[config.mk]
export PLATFORM = sky130hd
export DESIGN_NAME = three_wire_rtc_serial_master_flat
export DESIGN_NICKNAME = d
export VERILOG_FILES = /design/src/rtl/core/rtcsm_pkg.sv /design/src/rtl/core/rtcsm_if.sv /design/src/rtl/core/rtcsm_step.sv /design/src/rtl/core/three_wire_rtc_serial_master.sv /design/src/flat_wrapper.sv
export SDC_FILE = /design/constraint.sdc
export NUM_CORES = 1
export LEC_CHECK = 0
export ABC_AREA = 1
export BUFFER_PORTS_ARGS = -buffer_cell sky130_fd_sc_hd__buf_2
export CAP_MARGIN = 25
export CORE_MARGIN = 2
export CORE_UTILIZATION = 35
export DETAILED_ROUTE_END_ITERATION = 16
export PLACE_DENSITY = 0.55
export SLEW_MARGIN = 20
export SYNTH_ARGS = -nofsm -noshare
export SYNTH_HDL_FRONTEND = slang
export SYNTH_SLANG_ARGS = --single-unit
[constraint.sdc]
create_clock -name clock -period 3.4 [get_ports clock]
set_input_delay 0.34 -clock clock [delete_from_list [all_inputs] [get_ports clock]]
set_output_delay 0.34 -clock clock [all_outputs]
set_load 0.02 [all_outputs]
[src/rtl/core/rtcsm_pkg.sv]
// Shared types, command codes and command byte encoding for the RTC serial master.
package rtcsm_pkg;

   typedef enum logic [1:0] {
      CMD_SINGLE_READ  = 2'd0,
      CMD_SINGLE_WRITE = 2'd1,
      CMD_BURST_READ   = 2'd2,
      CMD_BURST_WRITE  = 2'd3
   } cmd_type;

   localparam logic [7:0] SINGLE_READ_BASE  = 8'h81;
   localparam logic [7:0] SINGLE_WRITE_BASE = 8'h80;
   localparam logic [7:0] BURST_READ_BYTE   = 8'hBF;
   localparam logic [7:0] BURST_WRITE_BYTE  = 8'hBE;

   typedef struct packed {
      logic       active;
      cmd_type    op;
      logic       phase;
      logic [2:0] bit_cnt;
      logic [3:0] byte_cnt;
      logic [7:0] tx;
      logic [7:0] rx;
   } state_type;

   typedef struct packed {
      logic       chip_enable;
      logic       sclk;
      logic       io_out;
      logic       io_drive;
      logic       busy_res;
      logic       data_take;
      logic [7:0] rdata;
      logic       rdata_valid;
      logic [2:0] byte_index;
      logic       done_res;
   } rsp_type;

   function automatic logic [7:0] command_byte(input cmd_type op, input logic [4:0] addr);
      logic [7:0] cb;
      case (op)
         CMD_SINGLE_READ:  cb = {2'b00, addr, 1'b0} | SINGLE_READ_BASE;
         CMD_SINGLE_WRITE: cb = {2'b00, addr, 1'b0} | SINGLE_WRITE_BASE;
         CMD_BURST_READ:   cb = BURST_READ_BYTE;
         default:          cb = BURST_WRITE_BYTE;
      endcase
      return cb;
   endfunction

endpackage

[src/rtl/core/rtcsm_if.sv]
// Request and response channel interfaces of the RTC serial master.
interface rtcsm_req_if;
   logic       valid;
   logic       ready;
   logic       start_req;
   logic [1:0] cmd;
   logic [4:0] reg_addr;
   logic [7:0] wdata;
   logic       io_in;

   modport source (output valid, start_req, cmd, reg_addr, wdata, io_in, input ready);
   modport sink   (input valid, start_req, cmd, reg_addr, wdata, io_in, output ready);
endinterface

interface rtcsm_rsp_if;
   logic       valid;
   logic       ready;
   logic       chip_enable;
   logic       sclk;
   logic       io_out;
   logic       io_drive;
   logic       busy_res;
   logic       data_take;
   logic [7:0] rdata;
   logic       rdata_valid;
   logic [2:0] byte_index;
   logic       done_res;

   modport source (output valid, chip_enable, sclk, io_out, io_drive, busy_res, data_take,
                   rdata, rdata_valid, byte_index, done_res, input ready);
   modport sink   (input valid, chip_enable, sclk, io_out, io_drive, busy_res, data_take,
                   rdata, rdata_valid, byte_index, done_res, output ready);
endinterface

[src/rtl/core/rtcsm_step.sv]
// Per-tick next-state and line-level logic of the RTC serial master.
module rtcsm_step #(
   parameter int BURST_BYTES = 8
) (
   input  rtcsm_pkg::state_type state_ff,
   input  logic                 start_req,
   input  logic [1:0]           cmd,
   input  logic [4:0]           reg_addr,
   input  logic [7:0]           wdata,
   input  logic                 io_in,
   output rtcsm_pkg::state_type state_in,
   output rtcsm_pkg::rsp_type   rsp_in
);
   localparam logic [3:0] BurstTotal = 4'(BURST_BYTES);

   always_comb begin
      rtcsm_pkg::state_type s;
      logic [3:0]           total;
      logic                 reading;
      s        = state_ff;
      rsp_in   = '0;
      state_in = state_ff;
      total    = 4'd1;
      reading  = 1'b0;
      if (state_ff.active || start_req) begin
         if (!state_ff.active) begin
            s.active   = 1'b1;
            s.op       = rtcsm_pkg::cmd_type'(cmd);
            s.phase    = 1'b0;
            s.bit_cnt  = 3'd0;
            s.byte_cnt = 4'd0;
            s.tx       = rtcsm_pkg::command_byte(rtcsm_pkg::cmd_type'(cmd), reg_addr);
            s.rx       = 8'd0;
         end
         total = s.op[1] ? BurstTotal : 4'd1;
         if (s.byte_cnt > total) begin
            // close: enable low on the closing tick
            s.active        = 1'b0;
            s.phase         = 1'b0;
            s.bit_cnt       = 3'd0;
            s.byte_cnt      = 4'd0;
            rsp_in.done_res = 1'b1;
         end else begin
            rsp_in.chip_enable = 1'b1;
            rsp_in.busy_res    = 1'b1;
            rsp_in.byte_index  = (s.byte_cnt != 4'd0) ? 3'(s.byte_cnt - 4'd1) : 3'd0;
            reading = (s.byte_cnt != 4'd0) && !s.op[0];
            if (!s.phase) begin
               if (!reading && s.byte_cnt != 4'd0 && s.bit_cnt == 3'd0) begin
                  s.tx             = wdata;
                  rsp_in.data_take = 1'b1;
               end
               if (reading) begin
                  if (s.bit_cnt == 3'd0) begin
                     s.rx = 8'd0;
                  end
                  s.rx[s.bit_cnt] = io_in;
               end
            end
            if (!reading) begin
               rsp_in.io_drive = 1'b1;
               rsp_in.io_out   = s.tx[s.bit_cnt];
            end
            if (!s.phase) begin
               s.phase = 1'b1;
            end else begin
               rsp_in.sclk = 1'b1;
               s.phase     = 1'b0;
               if (s.bit_cnt == 3'd7) begin
                  s.bit_cnt = 3'd0;
                  if (reading) begin
                     rsp_in.rdata       = s.rx;
                     rsp_in.rdata_valid = 1'b1;
                  end
                  s.byte_cnt = s.byte_cnt + 4'd1;
               end else begin
                  s.bit_cnt = s.bit_cnt + 3'd1;
               end
            end
         end
         state_in = s;
      end
   end

endmodule

[src/rtl/core/three_wire_rtc_serial_master.sv]
// Top level of the three-wire RTC serial master.
// The response of an accepted request is on the output register in the next cycle.
// Throughput: one request per cycle while the response side is ready; the response register frees the input side
// as soon as the held response is taken.
// Reset: synchronous, active high; clears the transaction state to idle and
// empties the response register.
module three_wire_rtc_serial_master #(
   parameter int BURST_BYTES = 8
) (
   input logic          clock,
   input logic          reset,
   rtcsm_req_if.sink    req,
   rtcsm_rsp_if.source  rsp
);
   rtcsm_pkg::state_type state_ff;
   rtcsm_pkg::state_type state_in;
   rtcsm_pkg::rsp_type   rsp_ff;
   rtcsm_pkg::rsp_type   rsp_in;
   logic                 rsp_valid_ff;
   logic                 req_accept;

   assign req.ready  = !rsp_valid_ff || rsp.ready;
   assign req_accept = req.valid && req.ready;

   rtcsm_step #(
      .BURST_BYTES (BURST_BYTES)
   ) u_step (
      .state_ff  (state_ff),
      .start_req (req.start_req),
      .cmd       (req.cmd),
      .reg_addr  (req.reg_addr),
      .wdata     (req.wdata),
      .io_in     (req.io_in),
      .state_in  (state_in),
      .rsp_in    (rsp_in)
   );

   always_ff @(posedge clock) begin
      if (reset) begin
         state_ff     <= '0;
         rsp_valid_ff <= 1'b0;
      end else if (req_accept) begin
         state_ff     <= state_in;
         rsp_valid_ff <= 1'b1;
      end else if (rsp.ready) begin
         rsp_valid_ff <= 1'b0;
      end
   end

   always_ff @(posedge clock) begin
      if (req_accept) begin
         rsp_ff <= rsp_in;
      end
   end

   assign rsp.valid       = rsp_valid_ff;
   assign rsp.chip_enable = rsp_ff.chip_enable;
   assign rsp.sclk        = rsp_ff.sclk;
   assign rsp.io_out      = rsp_ff.io_out;
   assign rsp.io_drive    = rsp_ff.io_drive;
   assign rsp.busy_res    = rsp_ff.busy_res;
   assign rsp.data_take   = rsp_ff.data_take;
   assign rsp.rdata       = rsp_ff.rdata;
   assign rsp.rdata_valid = rsp_ff.rdata_valid;
   assign rsp.byte_index  = rsp_ff.byte_index;
   assign rsp.done_res    = rsp_ff.done_res;

endmodule

[src/flat_wrapper.sv]
// flat-port wrapper written by rule: the top's interface ports become plain ports
module three_wire_rtc_serial_master_flat 
#(
   parameter int BURST_BYTES = 8
)
  (clock, reset, req_valid, req_start_req, req_cmd, req_reg_addr, req_wdata, req_io_in, req_ready, rsp_valid, rsp_chip_enable, rsp_sclk, rsp_io_out, rsp_io_drive, rsp_busy_res, rsp_data_take, rsp_rdata, rsp_rdata_valid, rsp_byte_index, rsp_done_res, rsp_ready);
  rtcsm_req_if req_i ();
  rtcsm_rsp_if rsp_i ();
  input logic clock;
  input logic reset;
  input wire logic [$bits(req_i.valid)-1:0] req_valid;
  input wire logic [$bits(req_i.start_req)-1:0] req_start_req;
  input wire logic [$bits(req_i.cmd)-1:0] req_cmd;
  input wire logic [$bits(req_i.reg_addr)-1:0] req_reg_addr;
  input wire logic [$bits(req_i.wdata)-1:0] req_wdata;
  input wire logic [$bits(req_i.io_in)-1:0] req_io_in;
  output wire logic [$bits(req_i.ready)-1:0] req_ready;
  output wire logic [$bits(rsp_i.valid)-1:0] rsp_valid;
  output wire logic [$bits(rsp_i.chip_enable)-1:0] rsp_chip_enable;
  output wire logic [$bits(rsp_i.sclk)-1:0] rsp_sclk;
  output wire logic [$bits(rsp_i.io_out)-1:0] rsp_io_out;
  output wire logic [$bits(rsp_i.io_drive)-1:0] rsp_io_drive;
  output wire logic [$bits(rsp_i.busy_res)-1:0] rsp_busy_res;
  output wire logic [$bits(rsp_i.data_take)-1:0] rsp_data_take;
  output wire logic [$bits(rsp_i.rdata)-1:0] rsp_rdata;
  output wire logic [$bits(rsp_i.rdata_valid)-1:0] rsp_rdata_valid;
  output wire logic [$bits(rsp_i.byte_index)-1:0] rsp_byte_index;
  output wire logic [$bits(rsp_i.done_res)-1:0] rsp_done_res;
  input wire logic [$bits(rsp_i.ready)-1:0] rsp_ready;
  assign req_i.valid = req_valid;
  assign req_i.start_req = req_start_req;
  assign req_i.cmd = req_cmd;
  assign req_i.reg_addr = req_reg_addr;
  assign req_i.wdata = req_wdata;
  assign req_i.io_in = req_io_in;
  assign req_ready = req_i.ready;
  assign rsp_valid = rsp_i.valid;
  assign rsp_chip_enable = rsp_i.chip_enable;
  assign rsp_sclk = rsp_i.sclk;
  assign rsp_io_out = rsp_i.io_out;
  assign rsp_io_drive = rsp_i.io_drive;
  assign rsp_busy_res = rsp_i.busy_res;
  assign rsp_data_take = rsp_i.data_take;
  assign rsp_rdata = rsp_i.rdata;
  assign rsp_rdata_valid = rsp_i.rdata_valid;
  assign rsp_byte_index = rsp_i.byte_index;
  assign rsp_done_res = rsp_i.done_res;
  assign rsp_i.ready = rsp_ready;
  three_wire_rtc_serial_master #(.BURST_BYTES(BURST_BYTES)) u_core (.clock(clock), .reset(reset), .req(req_i), .rsp(rsp_i));
endmodule
# Word level (Yosys, flattened, before mapping)
# Cells that the tools add are included.
dict set report word_totals {
  register_bits 47
  output_inout_bits 21
}
dict set report op_classes {
  n_bitwise 5
  n_mux 38
  n_reduce_logical 21
  addsub 3
  n_eq_ne 3
  magnitude_cmp 3
}
# cell n
set op_table {}
lappend op_table {{$mux W16} 4}
lappend op_table {{$mux W8} 8}
lappend op_table {{$mux W27} 1}
lappend op_table {{$mux W9} 3}
lappend op_table {{$mux W26} 1}
lappend op_table {{$mux W18} 1}
lappend op_table {{$pmux W6 S3} 1}
lappend op_table {{$mux W1} 10}
lappend op_table {{$reduce_or A3 Y1} 3}
lappend op_table {{$bwmux W8} 1}
lappend op_table {{$mux W4} 2}
lappend op_table {{$mux W7} 1}
lappend op_table {{$mux W3} 2}
lappend op_table {{$logic_and A1 B1 Y1} 5}
lappend op_table {{$not A1 Y1} 5}
lappend op_table {{$reduce_or A5 Y1} 1}
lappend op_table {{$add A4 B1 Y4 const B} 1}
lappend op_table {{$gt A4 B4 Y1} 1}
lappend op_table {{$lt A3 B4 Y1 const B} 1}
lappend op_table {{$reduce_bool A4 Y1} 1}
lappend op_table {{$reduce_or A4 Y1} 1}
lappend op_table {{$add A3 B1 Y3 const B} 1}
lappend op_table {{$bmux W1 S3} 1}
lappend op_table {{$demux W1 S3} 1}
lappend op_table {{13 further kinds} 16}

# Depth between registers and ports, before layout
# Gate-level depths: netlist of run 1.
dict set report depth {
  word_depth 19
  ltp_mapped 13
  depth_no_buf 12
}

# Modules after synthesis
# A second synthesis of run 1 with hierarchy kept.
dict set report unflattened {
  hier_cells 467
  hier_area_um2 3200.6
}
# module area_per_inst_um2 n_inst cells_each
set by_module_without_submodules {}
lappend by_module_without_submodules {three_wire_rtc_serial_master 1836.8 1 202}
lappend by_module_without_submodules {rtcsm_step 1363.8 1 265}

# Least setup slack after synthesis of run 1
# OpenSTA, ideal clock, no wires.
dict set report synth_timing {
  kind {reg2reg}
  startpoint {register u_core.state_ff[26] (netlist name)}
  endpoint {register u_core.rsp_ff (netlist bit u_core.rsp.io_out), data pin}
  synth_period_minus_slack_ns 1.896
  path_slack_ns 1.504
  arrival_ns 1.641
  required_ns 3.145
  path_stages_with_launch 13
  setup_time_ns 0.255
  path_cell_list {dfxtp_1 -> buf_6 -> nand2_1 -> ha_1 -> nand3_2 -> buf_4 -> nand3_2 -> nand2_1 -> nand3_1 -> nand3_1 -> nand2_1 -> nand2_1 -> a21oi_1}
}
dict set report synth_via {
  elab_chain_len 13
  word_cells_on_any_way 20
}
# item line_no
set synth_rtl {}
lappend synth_rtl {{$mux W26} rtcsm_step.sv:26} ;# if (!state_ff.active) begin
lappend synth_rtl {{$mux W27} rtcsm_step.sv:25} ;# if (state_ff.active || start_req) begin
lappend synth_rtl {{$reduce_bool A4 Y1 or $logic_not A1 Y1 (tied branches)} {rtcsm_step.sv:47, rtcsm_step.sv:49}}
lappend synth_rtl {{$logic_and A1 B1 Y1} rtcsm_step.sv:47} ;# reading = (s.byte_cnt != 4'd0) && !s.op[0];
lappend synth_rtl {{$logic_not A1 Y1} n/a}
lappend synth_rtl {{$logic_and A1 B1 Y1 (2 in a row)} rtcsm_step.sv:49} ;# if (!reading && s.byte_cnt != 4'd0 && s.bit_cnt == 3'd0) begin
lappend synth_rtl {{$mux W8} rtcsm_step.sv:49}
lappend synth_rtl {{$mux W16} rtcsm_step.sv:48} ;# if (!s.phase) begin
lappend synth_rtl {{$mux W16} rtcsm_step.sv:36} ;# if (s.byte_cnt > total) begin
lappend synth_rtl {{$mux W16} rtcsm_step.sv:25}
lappend synth_rtl {{$bmux W1 S3} rtcsm_step.sv:62} ;# rsp_in.io_out = s.tx[s.bit_cnt];
lappend synth_rtl {{$mux W1 (not written as such)} rtcsm_step.sv:62}
lappend synth_rtl {{end signal: assignment} three_wire_rtc_serial_master.sv:52} ;# rsp_ff <= rsp_in;
lappend synth_rtl {{end: declaration} three_wire_rtc_serial_master.sv:17} ;# rtcsm_pkg::rsp_type rsp_ff;
# Parallel ways exist; a longest one is shown, timed or not. The select of a mux whose other input is x is not followed.
# A chain may end at the register's enable or synchronous reset.

# Worst setup path after layout of run 1
dict set report layout_timing {
  startpoint {register u_core.state_ff[26] (netlist name)}
  endpoint {register u_core.rsp_ff (netlist bit u_core.rsp.io_out), data pin}
}
dict set report layout_via {
  elab_chain_len 13
  word_cells_on_any_way 20
}
# item line_no
set layout_rtl {}
lappend layout_rtl {{$mux W26} rtcsm_step.sv:26}
lappend layout_rtl {{$mux W27} rtcsm_step.sv:25}
lappend layout_rtl {{$reduce_bool A4 Y1 or $logic_not A1 Y1 (tied branches)} {rtcsm_step.sv:47, rtcsm_step.sv:49}}
lappend layout_rtl {{$logic_and A1 B1 Y1} rtcsm_step.sv:47}
lappend layout_rtl {{$logic_not A1 Y1} n/a}
lappend layout_rtl {{$logic_and A1 B1 Y1 (2 in a row)} rtcsm_step.sv:49}
lappend layout_rtl {{$mux W8} rtcsm_step.sv:49}
lappend layout_rtl {{$mux W16} rtcsm_step.sv:48}
lappend layout_rtl {{$mux W16} rtcsm_step.sv:36}
lappend layout_rtl {{$mux W16} rtcsm_step.sv:25}
lappend layout_rtl {{$bmux W1 S3} rtcsm_step.sv:62}
lappend layout_rtl {{$mux W1 (not written as such)} rtcsm_step.sv:62}
# Parallel ways exist; a longest one is shown, timed or not. The select of a mux whose other input is x is not followed.

==> impl_metrics.json, run 1 <==
{
  "run_status": "completed",
  "drt_first_pass_iters": 5,
  "cts_buffer_depth": 2,
  "min_period_over_period": 0.699,
  "ys_seq_area_frac": 0.402,
  "detail_route.wl_per_cell_um": 13.6,
  "worst_ep_arrival_time_ns": 2.43,
  "floorplan.die.width_um": 92.5,
  "rows": 32,
  "timing.setup.tns_ns": 0,
  "syn_area_um2": 2740,
  "power.share.clock": 0.344,
  "syn_avg_cell_area_um2": 7.37,
  "cpMostUsedCell": "nand2_1",
  "detail-route-antenna-nets": 0,
  "period_minus_slack_ns": 2.38,
  "critical_path_depth": 12,
  "multi_input_logic_area_um2": 1390,
  "tritoncts": "done",
  "place.port_buffers": 41,
  "cts_repair_resize_count": 0,
  "setup_viol": 0,
  "top_level_ports": 42,
  "final-hold-violation-count": 0,
  "worstPathRequired_ns": 3.45,
  "path_delay_family": "simple AND/OR/NAND/NOR gates",
  "sequential_cell_area_um2": 1100,
  "total_global_routing_track_utilization": 0.173,
  "power_report.internal_total_uw": 880,
  "synth.ff_latch_count": 46,
  "clkSlewWorstSetupHoldPaths_ns": 0.09,
  "max_freq_mhz": 421,
  "layout_commonest_cell": "nand2_1",
  "skew_ns": 0.00492,
  "maxCapViolCount": 0,
  "crit_path_max_incr_delay_ns": 0.31,
  "later_pin_clock_latency_in_the_skew_report_ns": 0.30,
  "synthCells": 372,
  "ctsHtreeMaxLevel": 2,
  "rsz0062_at_grt": "false",
  "antenna_found_initial": 0,
  "power.leakage_nw": 1.44,
  "dp_hpwl_mm": 4.95,
  "crit_fanout": 23,
  "ctsHoldBuffers": 0,
  "routed-via-count": 2551,
  "crit_chain": "buf_4 > nand2_2 > ha_1 > nand2_2 > nor2_4 > nand3_2 > nand2_1 > nand3_1 > nand3_1 > nand2_1 > nand2_1 > a21oi_1",
  "first_global_vias": 2434,
  "cts_buffers": 5,
  "layout.cells.most_common_list": "nand2_1, a21oi_1, buf_2",
  "timing.critical_path.from_type": "register",
  "first_pass_grt_wire_length_mm": 12.0,
  "num-fill-cells": 825,
  "final_max_slew_viol_count": 0,
  "hold_path.class": "input pin to register",
  "worst_r2r_path_depth": 12,
  "critical_path.startpoint": "u_core.state_ff[26]$_SDFFE_PP0P_",
  "swShare": 0.270,
  "worstMarginPinSlew_ns": 0.710,
  "fin_area_um2": 3120,
  "synth_cell_types": 35,
  "hold_path_startpoint": "rsp_ready",
  "area_delta_synth_final_pct": 13.9,
  "seq_power_share": 0.510,
  "final.hold.worst_slack_ns": 0.329,
  "timing_worst_setup_path_type": "register to register",
  "final_core_utilization": 0.408,
  "floorplan.core_area_um2": 7650,
  "gpl.final_weighted_congestion": 0.822,
  "powerDensity_nw_per_um2": 386,
  "number_of_buffers_inserted_by_post_cts_setup_repair": 0,
  "timing.slew.headroom": 0.526,
  "crit_buf_inv": 1,
  "synth.yosys.warnings": 0,
  "worst_setup_path_end_kind": "register",
  "crit_slowest_cell": "dfxtp_1",
  "cts_num_sinks": 46,
  "grt_start_max_net_pins": 24,
  "postPlaceCellArea_um2": 3010,
  "design.die.area_um2": 8550,
  "avgViaCountPerCell": 4.99,
  "routed_wirelength_mm": 6.97,
  "post-route-drc-count": 0,
  "synth_nets": 399,
  "final_net_count": 435,
  "cts.root.buffer_cell": "clkbuf_8",
  "crit-reg2reg-launch": "u_core.state_ff[26]$_SDFFE_PP0P_",
  "fp.dieH_um": 92.5,
  "holdPathStages": 4,
  "antenna_cells_inserted": 0,
  "vdd.ir_drop.worst_v": 0.000154,
  "combinationalPowerShare": 0.146,
  "initial_core_util": 0.358,
  "drtIter0Drc": 156,
  "final_layout_size_suffix_gt1_frac": 0.203,
  "gr-total-overflow": 0,
  "netSwitchingPower_uw": 325
}
## path summary, 6_finish.rpt
kind / end / slack [ns]
worst max-delay path: u_core.rsp.io_out$_SDFFCE_PP0P_ / 1.02
worst max register to register: u_core.rsp.io_out$_SDFFCE_PP0P_ / 1.02
worst min register to register: u_core.state_ff[17]$_SDFFE_PP0P_ / 0.47
worst min-delay path: u_core.rsp.valid$_SDFFE_PP0P_ / 0.33
## Yosys cell counts (all sizes together)
master  instances  share of area
xor2            2         0.0064
nand3b          1         0.0027
o21ai          33          0.063
o22a            2         0.0064
or2             2         0.0046
o211ai          5          0.014
nand3          20          0.040
nor2           38          0.071
nand2          96           0.15
clkbuf          5         0.0069
buf            10          0.024
inv            45          0.062
a21oi          42          0.078
ha              6          0.027
o21a            4          0.011
o22ai           1         0.0023
nand4           9          0.021
edfxtp         18           0.20
dfxtp          28           0.20
nor3            4          0.011
a31oi           1         0.0023
## tightest hold or removal path: cells and delay by family
kind	cells	cell delay, ns
buffers and inverters	2	0.10
AO/OA/AOI/OAI	1	0.07
AND/OR/NAND/NOR	1	0.07
## kinds of logic (layout without fill, tap and decap cells)
logic type / Yosys count / after routing / share of synthesized area
simple gates: 170 / 170 / 0.295
flops: 46 / 46 / 0.402
fa+ha+maj: 6 / 6 / 0.0274
buf+inv: 60 / 97 / 0.0922
compound gates: 88 / 88 / 0.177
xor+xnor: 2 / 2 / 0.00639
## power by group through the flow
stage / Combinational (mW) / Sequential [mW] / Clock [mW]
5_1_grt: 0.199 / 0.618 / 0.449
4_1_cts: 0.177 / 0.615 / 0.426
2_1_floorplan: 0.110 / 0.642 / 0
3_3_place_gp: 0.175 / 0.627 / 0
3_5_place_dp: 0.176 / 0.627 / 0
6_report: 0.176 / 0.615 / 0.414
## metrics by stage
step / power (mW) / setup WS (ns) / std cells
finish: 1.20 / 1.02 / 511
global route: 1.27 / 0.801 / 511
CTS: 1.22 / 1.04 / 511
detailed placement: 0.804 / 1.05 / 503
global placement: 0.802 / 1.04 / 503
floorplan: 0.751 / 1.50 / 372
## area by class of cell
| class | count | share of cell area |
|---|---|---|
| Clock inverter | 2 | 0.0120 |
| Timing Repair Buffer | 44 | 0.0729 |
| Tap cell | 102 | 0.0409 |
| Sequential cell | 46 | 0.353 |
| Inverter | 45 | 0.0541 |
| Clock buffer | 6 | 0.0232 |
| Multi-Input combinational cell | 266 | 0.444 |
## metal layers
metal	vias to the layer above	part of all wire	global-route usage
li1	1303	-	-
met1	1165	0.49	0.250
met2	77	0.45	0.277
met3	6	0.051	0.0228
met4	0	0.0089	0.0373
met5	-	0	0
## sequential cells by signal, summed over array words and instances (netlist names)
| signal | count |
|---|---|
| u_core.rsp.rdata | 8 |
| u_core.rsp.io_out | 1 |
| u_core.rsp.byte_index | 3 |
| u_core.rsp.data_take | 1 |
| u_core.rsp.chip_enable | 1 |
| u_core.rsp.sclk | 1 |
| u_core.rsp.io_drive | 1 |
| u_core.state_ff | 27 |
| u_core.rsp.valid | 1 |
| u_core.rsp.done_res | 1 |
| u_core.rsp.rdata_valid | 1 |
Power figures use the tool's default switching activity.
==> run 2: changes to the inputs <==
==> constraint.sdc (replaced) <==
create_clock -name clock -period 2.5 [get_ports clock]
set_input_delay 0.25 -clock clock [delete_from_list [all_inputs] [get_ports clock]]
set_output_delay 0.25 -clock clock [all_outputs]
set_load 0.02 [all_outputs]
==> run 2 against run 1 <==
Effect of this change:
- clock skew barely moved
- global-route usage rose by 0.21 points
- non-clock buffer count rose by 2
- cell count rose by 0.39%
- combinational power rose by 39%
- hold slack got worse by 0.092 ns
- routed wire length rose by 3.4%
- critical path type unchanged
- largest cell class unchanged
==> impl_metrics.json, run 2 (synthesis results as in run 1) <==
{
  "layout.cells.most_common_list": "nand2_1, a21oi_1, buf_2",
  "cts.root.buffer_cell": "clkbuf_8",
  "min_period_over_period": 0.905,
  "initial_core_util": 0.358,
  "first_pass_grt_wire_length_mm": 11.9,
  "cts_num_sinks": 46,
  "dp_hpwl_mm": 5.13,
  "critical_path_depth": 12,
  "ctsHoldBuffers": 0,
  "holdPathStages": 4,
  "top_level_ports": 42,
  "crit_slowest_cell": "dfxtp_1",
  "timing_worst_setup_path_type": "register to register",
  "final_layout_size_suffix_gt1_frac": 0.207,
  "later_pin_clock_latency_in_the_skew_report_ns": 0.30,
  "clkSlewWorstSetupHoldPaths_ns": 0.09,
  "worstMarginPinSlew_ns": 0.741,
  "vdd.ir_drop.worst_v": 0.000170,
  "routed-via-count": 2567,
  "skew_ns": 0.00527,
  "timing.setup.tns_ns": 0,
  "worst_r2r_path_depth": 12,
  "gpl.final_weighted_congestion": 0.857,
  "total_global_routing_track_utilization": 0.175,
  "area_delta_synth_final_pct": 14.9,
  "run_status": "completed",
  "fp.dieH_um": 92.5,
  "cts_buffers": 5,
  "largest_reg_flops": 27,
  "crit_path_max_incr_delay_ns": 0.34,
  "layout_commonest_cell": "nand2_1",
  "power.leakage_nw": 1.46,
  "grt_start_max_net_pins": 24,
  "finalPower_mw": 1.64,
  "timing.critical_path.from_type": "register",
  "detail-route-antenna-nets": 0,
  "ctsHtreeMaxLevel": 2,
  "place.port_buffers": 41,
  "largest_register": "u_core.state_ff",
  "period_minus_slack_ns": 2.26,
  "floorplan.die.width_um": 92.5,
  "layoutNonFillerInstCount": 513,
  "cts_repair_resize_count": 0,
  "antenna_cells_inserted": 0,
  "maxCapViolCount": 0,
  "routed_wirelength_mm": 7.21,
  "fin_area_um2": 3150,
  "hold_path.class": "input pin to register",
  "max_freq_mhz": 442,
  "placedCellCount": 505,
  "postPlaceCellArea_um2": 3040,
  "hold_path_startpoint": "rsp_ready",
  "first_global_vias": 2408,
  "final_net_count": 437,
  "crit_fanout": 22,
  "final.hold.worst_slack_ns": 0.237,
  "drtIter0Drc": 147,
  "critical_path.startpoint": "u_core.state_ff[26]$_SDFFE_PP0P_",
  "drt_first_pass_iters": 4,
  "worst_ep_arrival_time_ns": 2.32,
  "rows": 32,
  "setup_viol": 0,
  "path_delay_family": "simple AND/OR/NAND/NOR gates",
  "crit_buf_inv": 2,
  "rsz0062_at_grt": "false",
  "final_max_slew_viol_count": 0,
  "tritoncts": "done",
  "detail_route.wl_per_cell_um": 14.0,
  "worstPathRequired_ns": 2.56,
  "worst_setup_path_end_kind": "register",
  "cts_buffer_depth": 2,
  "gr-total-overflow": 0,
  "number_of_buffers_inserted_by_post_cts_setup_repair": 0,
  "powerDensity_nw_per_um2": 522,
  "antenna_found_initial": 0,
  "crit-reg2reg-launch": "u_core.state_ff[26]$_SDFFE_PP0P_",
  "num-fill-cells": 818,
  "timing.slew.headroom": 0.506,
  "design.die.area_um2": 8550,
  "crit_chain": "buf_12 > nand2_2 > ha_1 > nand2_2 > nor2_4 > nand3_2 > nand2_1 > nand3_1 > nand3_1 > nand2_1 > inv_1 > a21oi_1",
  "avgViaCountPerCell": 5.00,
  "post-route-drc-count": 0,
  "final-hold-violation-count": 0,
  "floorplan.core_area_um2": 7650
}
run 2: layout make-up:
cell class	instances	area, um^2	area share
Inverter	45	169	0.0536
Multi-Input combinational cell	266	1390	0.440
Sequential cell	46	1100	0.350
Clock inverter	2	37.5	0.0119
Timing Repair Buffer	46	255	0.0810
Clock buffer	6	72.6	0.0230
Tap cell	102	128	0.0405
run 2: routing by layer:
metal  vias to the layer above  part of all wire  GRT usage
li1                       1305                 -          -
met1                      1183              0.48      0.240
met2                        71              0.46      0.287
met3                         8             0.042     0.0203
met4                         0             0.012     0.0597
met5                         -                 0          0
run 2: path summary, 6_finish.rpt:
| path | end | slack (ns) |
|---|---|---|
| max | u_core.rsp.io_out$_SDFFCE_PP0P_ | 0.24 |
| min | u_core.rsp.valid$_SDFFE_PP0P_ | 0.24 |
| max reg2reg | u_core.rsp.io_out$_SDFFCE_PP0P_ | 0.24 |
| min reg2reg | u_core.state_ff[19]$_SDFFE_PP0P_ | 0.47 |
run 2: worst reg2reg max path, cell delays in order, from the launching register on:
cell,delay [ns]
dfxtp_1,0.34
buf_12,0.17
nand2_2,0.19
ha_1,0.19
nand2_2,0.13
nor2_4,0.26
nand3_2,0.24
nand2_1,0.15
nand3_1,0.09
nand3_1,0.10
nand2_1,0.06
inv_1,0.05
a21oi_1,0.05
run 2: stage by stage:
step | util | setup slack [ns]
3_3_place_gp | 0.397 | 0.353
5_1_grt | 0.412 | 0.0266
3_5_place_dp | 0.397 | 0.267
4_1_cts | 0.412 | 0.249
2_1_floorplan | - | 0.604
6_report | 0.412 | 0.237
run 2: where the power goes:
part	leakage, nW	total (mW)	switching (mW)	internal [mW]
registers	0.412	0.837	0.0166	0.820
logic	0.992	0.245	0.165	0.0807
clock network	0.0514	0.561	0.262	0.299
